==> src/rtl/mcg_pkg.sv <==
// Shared types and constants of the mask candidate generator.
`timescale 1ns / 1ps
package mcg_pkg;

  localparam int unsigned CHAR_W   = 8;
  localparam int unsigned POS_W    = 6;
  localparam int unsigned CNT_W    = 7;
  localparam int unsigned KEY_W    = 64;
  localparam int unsigned SIZE_W   = 9;
  localparam int unsigned NCHARS   = 256;
  localparam int unsigned CFG_IDX_W = 1;
  localparam int unsigned CFG_DAT_W = 7;
  // quotient bits resolved per divider cycle
  localparam int unsigned DIV_STEP = 4;

  localparam logic [1:0] KIND_CLEAR = 2'd0;
  localparam logic [1:0] KIND_ADD   = 2'd1;
  localparam logic [1:0] KIND_GEN   = 2'd2;

  localparam logic [1:0] ST_OK    = 2'd0;
  localparam logic [1:0] ST_DUP   = 2'd1;
  localparam logic [1:0] ST_EMPTY = 2'd2;

  localparam logic [CFG_IDX_W-1:0] CFG_POSITIONS = 1'd0;
  localparam logic [CFG_IDX_W-1:0] CFG_FOLD      = 1'd1;

  localparam logic [CHAR_W-1:0] CHAR_LOWER_A = 8'h61;
  localparam logic [CHAR_W-1:0] CHAR_LOWER_Z = 8'h7a;
  localparam logic [CHAR_W-1:0] CASE_OFFSET  = 8'h20;

  // classified command handed from front to back
  typedef struct packed {
    logic [1:0]        kind;
    logic [POS_W-1:0]  pos;
    logic [CHAR_W-1:0] ch;
    logic [KEY_W-1:0]  key;
    logic [POS_W-1:0]  last_idx;
  } cmd_t;

endpackage

==> src/rtl/mcg_front.sv <==
// Front end: configuration registers, item classification and case folding.
`timescale 1ns / 1ps
module mcg_front #(
  parameter int unsigned MAX_POSITIONS = 64
) (
  input  logic                           clk_i,
  input  logic                           rst_ni,
  input  logic                           cfg_valid_i,
  output logic                           cfg_ready_o,
  input  logic [mcg_pkg::CFG_IDX_W-1:0]  cfg_index_i,
  input  logic [mcg_pkg::CFG_DAT_W-1:0]  cfg_data_i,
  input  logic                           in_valid_i,
  output logic                           in_ready_o,
  input  logic [1:0]                     kind_i,
  input  logic [mcg_pkg::POS_W-1:0]      position_i,
  input  logic [mcg_pkg::CHAR_W-1:0]     char_code_i,
  input  logic [mcg_pkg::KEY_W-1:0]      key_index_i,
  output logic                           push_o,
  output mcg_pkg::cmd_t                  cmd_o,
  input  logic                           full_i
);
  import mcg_pkg::*;

  logic [CNT_W-1:0]  pos_use_q;
  logic              fold_q;
  logic [CNT_W-1:0]  n_sat;
  logic [CHAR_W-1:0] ch_fold;
  logic              pos_ok;
  logic              drop;

  assign cfg_ready_o = 1'b1;

  always_ff @(posedge clk_i or negedge rst_ni) begin
    if (!rst_ni) begin
      pos_use_q <= CNT_W'(1);
      fold_q    <= 1'b0;
    end else if (cfg_valid_i) begin
      case (cfg_index_i)
        CFG_POSITIONS: pos_use_q <= cfg_data_i[CNT_W-1:0];
        CFG_FOLD:      fold_q    <= cfg_data_i[0];
        default: ;
      endcase
    end
  end

  always_comb begin
    if (pos_use_q == '0) n_sat = CNT_W'(1);
    else if (pos_use_q > CNT_W'(MAX_POSITIONS)) n_sat = CNT_W'(MAX_POSITIONS);
    else n_sat = pos_use_q;
    if (fold_q && char_code_i >= CHAR_LOWER_A && char_code_i <= CHAR_LOWER_Z)
      ch_fold = char_code_i - CASE_OFFSET;
    else
      ch_fold = char_code_i;
  end

  assign pos_ok = {1'b0, position_i} < CNT_W'(MAX_POSITIONS);
  // drop unknown kinds and clear/add to out-of-range positions without a result
  assign drop   = ((kind_i != KIND_CLEAR) && (kind_i != KIND_ADD) && (kind_i != KIND_GEN)) ||
                  ((kind_i != KIND_GEN) && !pos_ok);

  assign in_ready_o      = !full_i;
  assign push_o          = in_valid_i && !full_i && !drop;
  assign cmd_o.kind      = kind_i;
  assign cmd_o.pos       = position_i;
  assign cmd_o.ch        = ch_fold;
  assign cmd_o.key       = key_index_i;
  assign cmd_o.last_idx  = POS_W'(n_sat - CNT_W'(1));

endmodule

==> config.mk <==
export PLATFORM = sky130hd
export DESIGN_NAME = mcg_front
export DESIGN_NICKNAME = d
export VERILOG_FILES = /design/src/rtl/mcg_pkg.sv /design/src/rtl/mcg_front.sv
export SDC_FILE = /design/constraint.sdc
export NUM_CORES = 1
export LEC_CHECK = 0
export ABC_AREA = 1
export BUFFER_PORTS_ARGS = -buffer_cell sky130_fd_sc_hd__clkbuf_2
export CORE_MARGIN = 8
export CORE_UTILIZATION = 29
export DETAILED_ROUTE_END_ITERATION = 10
export MAX_ROUTING_LAYER = met4
export PLACE_DENSITY = 0.9
export SETUP_SLACK_MARGIN = 0.1
export SLEW_MARGIN = 40
export SYNTH_ARGS = -nofsm -noshare
export SYNTH_HDL_FRONTEND = slang
export SYNTH_SLANG_ARGS = --single-unit
==> constraint.sdc <==
create_clock -name clk_i -period 1.85 [get_ports clk_i]
set_clock_uncertainty 0.05 [all_clocks]
set_input_delay 0.37 -clock clk_i [delete_from_list [all_inputs] [get_ports clk_i]]
set_output_delay 0.37 -clock clk_i [all_outputs]
set_load 0.02 [all_outputs]
==> impl_metrics.toml <==
[die]
die-area_um2 = 6400
die_x_um = 80.0
core_um2 = 3970
std_cell_rows = 23
die_y_um = 80.0
io_pins = 182
start_util = 0.299

[global_route]
grt_pass1_wl_mm = 3.71
grt_antenna_before_repair = 0
grt_overflow_total = 0
grt_max_degree = 15
use_met2 = 0.120
use_met1 = 0.0585
grt_pass1_vias = 820
grt.busiest_layer = "met2"
track_usage = 0.0759
gr-usage-met3 = 0.0428

[power]
power.density_nw_per_um2 = 751
p_leak_nw = 0.608
ir_drop_uv = 210

[drt]
routedWlPerCell_um = 12.5
first_pass_iters = 3
vias = 825
wirelength_mm = 2.46
ant_nets = 0
drt_iter0_drc = 79
drc_errors = 0
avgViaCountPerCell = 4.19

[synth]
yosysTopAreaCell = "buf_4"
synth_top_area_frac = 0.499
yosys_warnings = 0
synth-simple-area-share = 0.166
yosys-top-cells-area = "buf_4 50%, dfrtp_1 15%, nand2_1 7.9%"
synthTopCellsByCount = "79 x buf_4, 25 x nand2_1, 19 x inv_1"
ys_seq_elements = 8
synthXorXnorAreaFrac = 0.00737
syn_nets = 268
syn_avg_cell_area_um2 = 6.87
synthMuxAreaShare = 0
synthAdderAreaFrac = 0.0211
syn_area_um2 = 1190
synthFlopType = "dfrtp_1"
netlist_instances = 173
ys_seq_area_frac = 0.169
synth-edff-count = 0
synthArstFlopShare = 1.00
synth_cell_types = 23
yosysMostFrequentCell = "buf_4"
synth_compound_area_frac = 0.0705
synth_top_family_by_area = "buffers and inverters"

[sta]
min_period_ps = 2050
finalMaxSlewViolations = 0
finalSetupViolations = 6
max_freq_mhz = 488
timing.final.ws_setup_ps = -200
fin_tns_setup_ps = -538
hold_viol = 0
grt_setup_unrepaired = "true"
fin_crit_sh = 1.11

[finish]
n_fill_cell = 426
multi_input_area_um2 = 397
drive_gt1_frac = 0.476
antenna_cells = 0
area_growth_pct = -7.89
nets = 243
fin_util = 0.276
seq_area_um2 = 203

[hold_path]
hold_end = "fold_q"
hold-path-cell-count = 2
hold_class = "in -> reg"
min_from = "cfg_valid_i"

[job]
maxCapViolations = 0

[setup_path]
critPathKind = "reg -> out"
r2r_setup_slack_ps = 940
reg2reg_depth = 3
end_kind = "primary output"
reg2reg_from = "pos_use_q[0]"
path_max_fanout = 3
required_ps = 1430
rr_endpoint = "pos_use_q[0]"
start_kind = "flop"
arrival_ps = 1630

[clock_tree]
htree_levels = 1
clk_pin_slew_ps = 40
clockBufferDepth = 2
cts_root_buf = "clkbuf_8"
cts_buffers = 3
clkSinkCount = 8
clk_latency_ps = 240
cts_tree = "built"

[place]
place_ws_ps = -4.97
portBuffers = 40
dp_hpwl_mm = 2.03
gp_congestion = 0.800

[run_status]
outcome = "finished, violations left"
violations = "setup timing"
-- how the worst max path moves through the flow --
| stage | startpoint | endpoint | slack [ps] | depth (start not counted) |
|---|---|---|---|---|
| global route | pos_use_q[0] | cmd_o[4] | -250 | 8 |
| floorplan | pos_use_q[0] | cmd_o[4] | 30 | 7 |
| finish | pos_use_q[0] | cmd_o[4] | -200 | 8 |
| CTS | pos_use_q[0] | cmd_o[4] | -200 | 8 |
| global placement | pos_use_q[0] | cmd_o[4] | 30 | 8 |
| detailed placement | pos_use_q[0] | cmd_o[4] | -5 | 8 |
-- registers in the layout, summed over array words and instances (netlist names) --
| signal | flops |
|---|---|
| fold_q | 1 |
| pos_use_q | 7 |
-- per-layer routing --
| metal | vias up | part of all wire |
|---|---|---|
| met1 | 353 | 0.32 |
| met3 | 19 | 0.14 |
| li1 | 394 | - |
| met4 | 0 | 0.056 |
| met5 | - | 0 |
| met2 | 59 | 0.48 |
-- metrics by stage --
stage | hold slack, ps | power [mW] | cell area, um2 | cells
6_report | 304 | 0.822 | 1090 | 197
5_1_grt | 318 | 0.879 | 1090 | 197
4_1_cts | 305 | 0.790 | 1040 | 196
3_5_place_dp | 179 | 0.540 | 948 | 188
3_3_place_gp | 169 | 0.531 | 948 | 188
2_1_floorplan | 24.4 | 0.659 | 1250 | 173
-- cells by family after synthesis --
kind of cell,Yosys count
other cells,1
compound gates,15
fa+ha+maj,2
simple gates,47
flops,8
buf+inv,99
xor+xnor,1
-- cell usage in the layout, fill, tap and decap left out, drive strengths merged --
master / instances
o21bai: 1
nand2: 27
nand4: 1
buf: 15
clkbuf: 37
dfstp: 1
a21boi: 1
nor3: 1
dlygate4sd3: 1
a21oi: 8
a31oi: 1
dfrtp: 7
conb: 1
nor2: 12
ha: 2
nand3b: 1
nand3: 5
o21ai: 3
inv: 20
xor2: 1
o21a: 1
-- worst max-delay path: stages (launching register included) --
cell	delay [ps]
dfstp_2	550
inv_2	40
nand2_2	70
nor2_4	50
a21boi_4	160
ha_4	170
nand2_4	60
xor2_4	170
buf_8	130
-- power breakdown --
part           switching, mW  internal [mW]  leakage (nW)
Clock                 0.0760          0.150        0.0228
Combinational          0.202          0.175         0.499
Sequential            0.0191          0.201        0.0860
-- layout make-up --
type | instances | area share
timing repair buffer | 49 | 0.283
tap | 50 | 0.0571
clock buffer | 4 | 0.0411
sequential | 8 | 0.185
multi-input combinational | 66 | 0.362
inverter | 20 | 0.0709
-- what timing repair did --
item,4_1_cts,5_1_grt
hold buffers,1,0
pin swaps,5,3
hold endpoints to repair,7,0
setup buffers,3,1
setup endpoints to repair,7,9
gates resized for setup,5,23
Power figures use the tool's default switching activity.
