$ cat src/rtl/mcg_pkg.sv
// Shared types and constants of the mask candidate generator.
`timescale 1ns / 1ps
package mcg_pkg;

  localparam int unsigned CHAR_W   = 8;
  localparam int unsigned POS_W    = 6;
  localparam int unsigned CNT_W    = 7;
  localparam int unsigned KEY_W    = 64;
  localparam int unsigned SIZE_W   = 9;
  localparam int unsigned NCHARS   = 256;
  localparam int unsigned CFG_IDX_W = 1;
  localparam int unsigned CFG_DAT_W = 7;
  // quotient bits resolved per divider cycle
  localparam int unsigned DIV_STEP = 4;

  localparam logic [1:0] KIND_CLEAR = 2'd0;
  localparam logic [1:0] KIND_ADD   = 2'd1;
  localparam logic [1:0] KIND_GEN   = 2'd2;

  localparam logic [1:0] ST_OK    = 2'd0;
  localparam logic [1:0] ST_DUP   = 2'd1;
  localparam logic [1:0] ST_EMPTY = 2'd2;

  localparam logic [CFG_IDX_W-1:0] CFG_POSITIONS = 1'd0;
  localparam logic [CFG_IDX_W-1:0] CFG_FOLD      = 1'd1;

  localparam logic [CHAR_W-1:0] CHAR_LOWER_A = 8'h61;
  localparam logic [CHAR_W-1:0] CHAR_LOWER_Z = 8'h7a;
  localparam logic [CHAR_W-1:0] CASE_OFFSET  = 8'h20;

  // classified command handed from front to back
  typedef struct packed {
    logic [1:0]        kind;
    logic [POS_W-1:0]  pos;
    logic [CHAR_W-1:0] ch;
    logic [KEY_W-1:0]  key;
    logic [POS_W-1:0]  last_idx;
  } cmd_t;

endpackage

$ cat src/rtl/mcg_queue.sv
// Two-entry command queue between front and back.
`timescale 1ns / 1ps
module mcg_queue (
  input  logic          clk_i,
  input  logic          rst_ni,
  input  logic          push_i,
  input  mcg_pkg::cmd_t cmd_i,
  output logic          full_o,
  output logic          valid_o,
  input  logic          pop_i,
  output mcg_pkg::cmd_t cmd_o
);
  import mcg_pkg::*;

  cmd_t       mem_q [2];
  logic       wp_q, rp_q;
  logic [1:0] cnt_q;

  assign full_o  = cnt_q == 2'd2;
  assign valid_o = cnt_q != 2'd0;
  assign cmd_o   = mem_q[rp_q];

  always_ff @(posedge clk_i) begin
    if (push_i) mem_q[wp_q] <= cmd_i;
  end

  always_ff @(posedge clk_i or negedge rst_ni) begin
    if (!rst_ni) begin
      wp_q  <= 1'b0;
      rp_q  <= 1'b0;
      cnt_q <= 2'd0;
    end else begin
      if (push_i) wp_q <= !wp_q;
      if (pop_i)  rp_q <= !rp_q;
      cnt_q <= cnt_q + 2'(push_i) - 2'(pop_i);
    end
  end

  assert property (@(posedge clk_i) disable iff (!rst_ni) pop_i |-> valid_o)
    else $error("pop from empty queue");
  assert property (@(posedge clk_i) disable iff (!rst_ni) push_i |-> !full_o)
    else $error("push into full queue");
  assert property (@(posedge clk_i) disable iff (!rst_ni) cnt_q != 2'd3)
    else $error("queue count overflow");

endmodule

$ cat config.mk
export PLATFORM = sky130hd
export DESIGN_NAME = mcg_queue
export DESIGN_NICKNAME = d
export VERILOG_FILES = /design/src/rtl/mcg_pkg.sv /design/src/rtl/mcg_queue.sv
export SDC_FILE = /design/constraint.sdc
export NUM_CORES = 1
export LEC_CHECK = 0
export BUFFER_PORTS_ARGS = -buffer_cell sky130_fd_sc_hd__buf_4
export CORE_ASPECT_RATIO = 1.75
export CORE_UTILIZATION = 52
export DETAILED_ROUTE_END_ITERATION = 7
export GPL_ROUTABILITY_DRIVEN = 0
export PLACE_DENSITY_LB_ADDON = 0.2
export REMOVE_ABC_BUFFERS = 1
export SLEW_MARGIN = 5
export SYNTH_ARGS = -nofsm -noshare
export SYNTH_HDL_FRONTEND = slang
export SYNTH_SLANG_ARGS = --single-unit
export TNS_END_PERCENT = 100
$ cat constraint.sdc
create_clock -name clk_i -period 5.59 [get_ports clk_i]
set_input_delay 1.118 -clock clk_i [delete_from_list [all_inputs] [get_ports clk_i]]
set_output_delay 1.118 -clock clk_i [all_outputs]
set_load 0.01 [all_outputs]
==> results of run 1 <==
stage by stage:
stage / cells / util [%] / hold slack (ns)
after global placement: 618 / 66.1 / 0.528
after CTS: 650 / 70.5 / 0.471
final: 650 / 70.5 / 0.490
after global routing: 650 / 70.5 / 0.470
after floorplan: 273 / - / 0.455
after detailed placement: 618 / 66.1 / 0.554
how the worst max path moves through the flow:
| stage | startpoint | endpoint | slack (ns) | depth (start not counted) |
|---|---|---|---|---|
| 3_3_place_gp | rp_q | cmd_o[20] | 2.39 | 3 |
| 4_1_cts | rp_q | cmd_o[16] | 1.91 | 3 |
| 3_5_place_dp | rp_q | cmd_o[16] | 2.36 | 3 |
| 6_report | rp_q | cmd_o[16] | 1.94 | 3 |
| 2_1_floorplan | push_i | mem_q[0][0] | 0.18 | 1 |
| 5_1_grt | rp_q | cmd_o[16] | 1.80 | 3 |
registers in the layout (all words and copies together) (netlist names):
signal / flops
rp_q: 1
cnt_q: 2
mem_q: 172
wp_q: 1
cell type report:
cell class              instances  share of cell area, %
clock buffers                  18                   5.01
flip-flops and latches        176                   61.6
repair buffers                180                   15.8
clock inverters                14                   1.33
inverters                       2                 0.0877
well taps                     165                   2.41
multi-input cells              95                   13.8
cells in the final DEF, fill, tap and decap left out, types with 2 or more instances in the layout:
master / count
edfxtp_1: 172
clkbuf_16: 17
clkinv_2: 5
clkinv_4: 2
xor2_1: 2
buf_4: 180
clkinv_1: 2
dfrtp_1: 3
mux2_2: 56
inv_6: 3
inv_1: 2
ha_1: 2
mux2_4: 30
routing by layer:
layer	routed length, um	GRT usage, %
met1	3760	17.1
met2	6470	33.0
met3	755	6.80
met4	315	8.42
met5	0	0
critical path, delay by kind of cell, from the launching register on:
family | cells | cell delay [ns]
mux | 1 | 0.40
flops | 1 | 1.02
buf+inv | 2 | 0.66
logic make-up (layout without fill, tap and decap cells):
group                      Yosys count  count (layout)  synth area share, %
buffers and inverters               12             214                 1.36
adders and majority gates            2               2                0.383
DFF                                176             176                 80.7
muxes                               86              86                 16.6
and+or+nand+nor                      4               4                0.384
xor gates and xnor gates             3               3                0.633
power by group:
part	switching, mW	internal [mW]
clock	0.465	0.611
combinational	0.538	0.731
sequential	0.157	1.76
==> results.ini, run 1 <==
[synthesis]
synthArstFlopShare_pct = 2.27
syn_inst = 283
yosysSeqAreaShare_pct = 80.7
yosys-top-cells-count = 172 x edfxtp_1, 56 x mux2_2, 30 x mux2_4
netlist_area_mm2 = 0.00653
synth_top_area_share_pct = 79.1
synth_area_per_cell_um2 = 23.1
synth_top_flop_cell = edfxtp_1
synth_area_leaders = edfxtp_1 79%, mux2_2 9.7%, mux2_4 6.9%
synth_cell_types = 13
synth_warnings = 0
synth_area_leader_cell = edfxtp_1
synth_edf_count = 172
post-synth-top-count-cell = edfxtp_1
ys_ff_latch = 176

[floorplanning]
initial_core_util_pct = 53.8
die_w_um = 86.7
core_mm2 = 0.0121
rows = 53
die_area_mm2 = 0.0130
io_pins = 178
die_h_um = 150

[sta]
slew_headroom_pct = 20.2
fmax_mhz = 274
hold_viol_final = 0
slew_violations = 0
period_share_pct = 65.2
setup_tns_ns = 0
min_period_ns = 3.65
worstMarginPinSlew_ns = 1.20
rsz0062_at_grt = no
clock_skew_ns = 0.00746
setup_ws_ns = 1.94
setup_viol = 0

[setup_path]
ff2ff_path_depth = 1
crit_path_cell_trace = buf_4, mux2_2, buf_4
required_ns = 4.47
critPathMostFrequentCell = buf_4
critPathSlowestCell = dfrtp_4
crit_fanout = 61
critPathCaptureType = output port
path_class = reg2out
r2r_start = wp_q
worst_path_largest_cell_delay_ns = 1.02
r2r_setup_slack_ns = 3.75
cp.arrival_ns = 2.53
start_kind = flop
r2r-end = mem_q[1][11]

[clock_tree]
htreeDepth = 4
clock_latency_ns = 0.41
clkSinkCount = 176
cts_buffer_depth = 2
ctsResizeCount = 0
cts_root_buf = clkbuf_16
clkSlewWorstSetupHoldPaths_ns = 0.06
hold_buffers = 0
cts_setup_buffers = 0
cts_buffers = 17
cts_tree = yes

[routing]
routedWlPerCell_um = 17.4
drtIter0Drc = 111
dr.pass1.iters = 5
vias_per_cell = 4.95
routed-via-count = 3215
ant_nets = 0
route.detailed.drc = 0
drt_wl_total_um = 11300

[layout]
drive_gt1_share_pct = 61.6
n_antenna_cell = 0
nets = 564
multi_input_area_mm2 = 0.00118
syn2layout_area_growth_pct = 31.2
fill_cells = 806
finish.instance_area_mm2 = 0.00856
regArea_mm2 = 0.00527

[global_routing]
grt_max_degree = 87
first_global_vias = 3420
grt_pass1_wl_um = 16700
grt.overflow.total = 0
track_usage_pct = 17.9
antenna_found_initial = 0

[placement]
dp_slack_ns = 2.36
port_buffers = 177
place_area_mm2 = 0.00802
dp_hpwl_um = 7360

[pwr]
p_per_area_mw_per_mm2 = 497
p_total_mw = 4.26
ir_drop_v = 0.000320
leakagePower_nw = 3.33

[job]
drv_cap = 0

[run_status]
status = finished clean

[worst_hold_path]
hold_class = in2async

Note: power is estimated with default switching activity, not from simulation.
==> inputs of run 2 (changes only) <==
Settings changed: ABC_AREA set to 1, CORE_UTILIZATION 52 to 48.
Clock period 5.59 ns to 3 ns, I/O delays scaled along.
==> run 2 against run 1 <==
Area after synthesis is 8.1% higher. Register-to-register slack worse by 2.3 ns. Flip-flop and latch count stayed put. Routed wire length grew 12%. Clock-buffer cell count grew 1. Sequential share of layout area shrank 3.3 points. Utilization is 7.5 points lower. First-iteration DRC count grew 42%. Non-clock buffer count up 6. Total power up 100%. Cell count grew 31%. Setup slack got worse by 1.4 ns. Critical path type unchanged. Largest cell class unchanged.
==> results.ini, run 2 <==
[floorplanning]
io_pins = 178
die_area_mm2 = 0.0152
die_w_um = 93.6
rows = 58
die_h_um = 162
core_mm2 = 0.0144
initial_core_util_pct = 49.1

[clock_tree]
cts_tree = yes
ctsResizeCount = 0
clkSinkCount = 176
clock_latency_ns = 0.41
cts_root_buf = clkbuf_16
cts_buffer_depth = 2
htreeDepth = 4
clkSlewWorstSetupHoldPaths_ns = 0.07
cts_buffers = 17

[sta]
hold_slack_ns = 0.370
rsz0062_at_grt = no
setup_viol = 0
hold_viol_final = 0
min_period_ns = 2.50
setup_ws_ns = 0.500
setup_tns_ns = 0
slew_violations = 0
fmax_mhz = 400
period_share_pct = 83.3
slew_headroom_pct = 56.1
worstMarginPinSlew_ns = 0.658
clock_skew_ns = 0.00934

[synthesis]
post-synth-top-count-cell = edfxtp_1
ys_ff_latch = 176
syn_inst = 474
synth_area_leader_cell = edfxtp_1
synth_area_leaders = edfxtp_1 73%, o21ai_2 11%, inv_1 4.9%
synth_top_area_share_pct = 73.2
yosys-top-cells-count = 172 x edfxtp_1, 93 x inv_1, 86 x o21ai_2
synth_warnings = 0
synth_area_per_cell_um2 = 14.9
synth_edf_count = 172
synth_top_family_by_area = compound AO/OA/AOI/OAI gates
synth_xor_area_share_pct = 0.248
synth_compound_area_share_pct = 10.7
yosysSeqAreaShare_pct = 74.6
synth_top_flop_cell = edfxtp_1
synth_cell_types = 13
muxShareOfSynthArea_pct = 0
synth-adder-area-share_pct = 0.355
netlist_area_mm2 = 0.00705
yosys.area_share.simple_pct = 5.55
synthArstFlopShare_pct = 2.27

[global_routing]
grt_max_degree = 67
track_usage_pct = 17.5
grt_pass1_wl_um = 19600
first_global_vias = 4118
grt.overflow.total = 0
antenna_found_initial = 0

[pwr]
p_per_area_mw_per_mm2 = 942
swShare_pct = 32.9
ir_drop_v = 0.000475
power.switching_mw = 2.81
intPower_mw = 5.71
leakagePower_nw = 3.80
power_frac_seq_pct = 41.2
power_frac_clock_pct = 23.2
comb_power_share_pct = 35.6
p_total_mw = 8.52

[layout]
drive_gt1_share_pct = 46.8
finalNonFillerCells = 853
syn2layout_area_growth_pct = 28.3
layout_commonest_cell = buf_4
fin_util_pct = 63.0
nets = 752
largest_register = mem_q
largestRegisters = mem_q (172), cnt_q (2)
n_antenna_cell = 0
layout_common_cells = 179 x buf_4, 172 x edfxtp_1, 92 x inv_1, 86 x o21ai_2, 81 x nand2_1
largest_reg_flops = 172
finish.instance_area_mm2 = 0.00905

[setup_path]
crit_path_cell_trace = buf_12, nand2_1, o21ai_2, buf_4
crit_start = rp_q
ff2ff_path_depth = 3
crit_fanout = 43
path_class = reg2out
r2r-end = mem_q[1][61]
critPathSlowestCell = dfrtp_4
cp-endpoint = cmd_o[13]
r2r_start = wp_q
required_ns = 2.40
cp.arrival_ns = 1.90
critPathCaptureType = output port
worst_path_largest_cell_delay_ns = 0.86
r2r_setup_slack_ns = 1.47
start_kind = flop

[placement]
dp_hpwl_um = 8880
dpl.cell_count = 820
place_area_mm2 = 0.00850
port_buffers = 177
dp_slack_ns = 0.884

[routing]
dr.pass1.iters = 6
vias_per_cell = 4.71
routedWlPerCell_um = 14.9
route.detailed.drc = 0
drt_wl_total_um = 12700
drtIter0Drc = 158
routed-via-count = 4016
ant_nets = 0

[worst_hold_path]
hold_depth = 1
hold_class = in2reg

[job]
drv_cap = 0

[run_status]
status = finished clean

-- run 2: cell families after synthesis --
group | count (synthesis)
fa+ha+maj | 2
compound gates | 86
xor+xnor | 2
simple gates | 96
buf+inv | 112
flops | 176
-- run 2: critical path, delay by kind of cell (launching register included) --
| family | cells | cell delay [ns] |
|---|---|---|
| AOI/OAI and AO/OA | 1 | 0.09 |
| DFF | 1 | 0.86 |
| and+or+nand+nor | 1 | 0.09 |
| buffers and inverters | 2 | 0.44 |
-- run 2: area by class of cell --
type                       instances  area [um2]
fill                            1108        5320
sequential                       176        5270
timing repair buffer             186        1470
multi-input combinational        186        1190
clock buffer                      19         433
inverter                          93         350
tap                              180         225
clock inverter                    13         104
-- run 2: metal layers --
| metal | up-vias | routed length [um] | GRT usage [%] |
|---|---|---|---|
| li1 | 1990 | - | - |
| met2 | 130 | 7140 | 32.1 |
| met5 | - | 0 | 0 |
| met3 | 24 | 677 | 5.00 |
| met1 | 1872 | 4400 | 17.5 |
| met4 | 0 | 476 | 9.51 |
-- run 2: how the worst min path moves through the flow --
stage               startpoint           end  slack (ns)
floorplan               rst_ni      cnt_q[0]        0.30
global placement        rst_ni      cnt_q[0]        0.40
detailed placement      rst_ni      cnt_q[0]        0.40
CTS                  cmd_i[54]  mem_q[1][54]        0.35
global route         cmd_i[11]  mem_q[1][11]        0.35
finish               cmd_i[52]  mem_q[0][52]        0.37
-- run 2: what timing repair did --
action | 4_1_cts | 5_1_grt
hold buffers | 1 | 0
setup endpoints to repair | 0 | 0
endpoints found under the hold margin | 4 | 0
buffers inserted | 0 | 0
-- run 2: power by group through the flow --
stage	combinational, mW	sequential (mW)	clock (mW)
6_report	3.03	3.51	1.98
5_1_grt	3.33	3.56	2.12
4_1_cts	3.10	3.53	2.02
3_5_place_dp	3.09	3.58	0
3_3_place_gp	3.04	3.55	0
2_1_floorplan	1.22	3.70	0
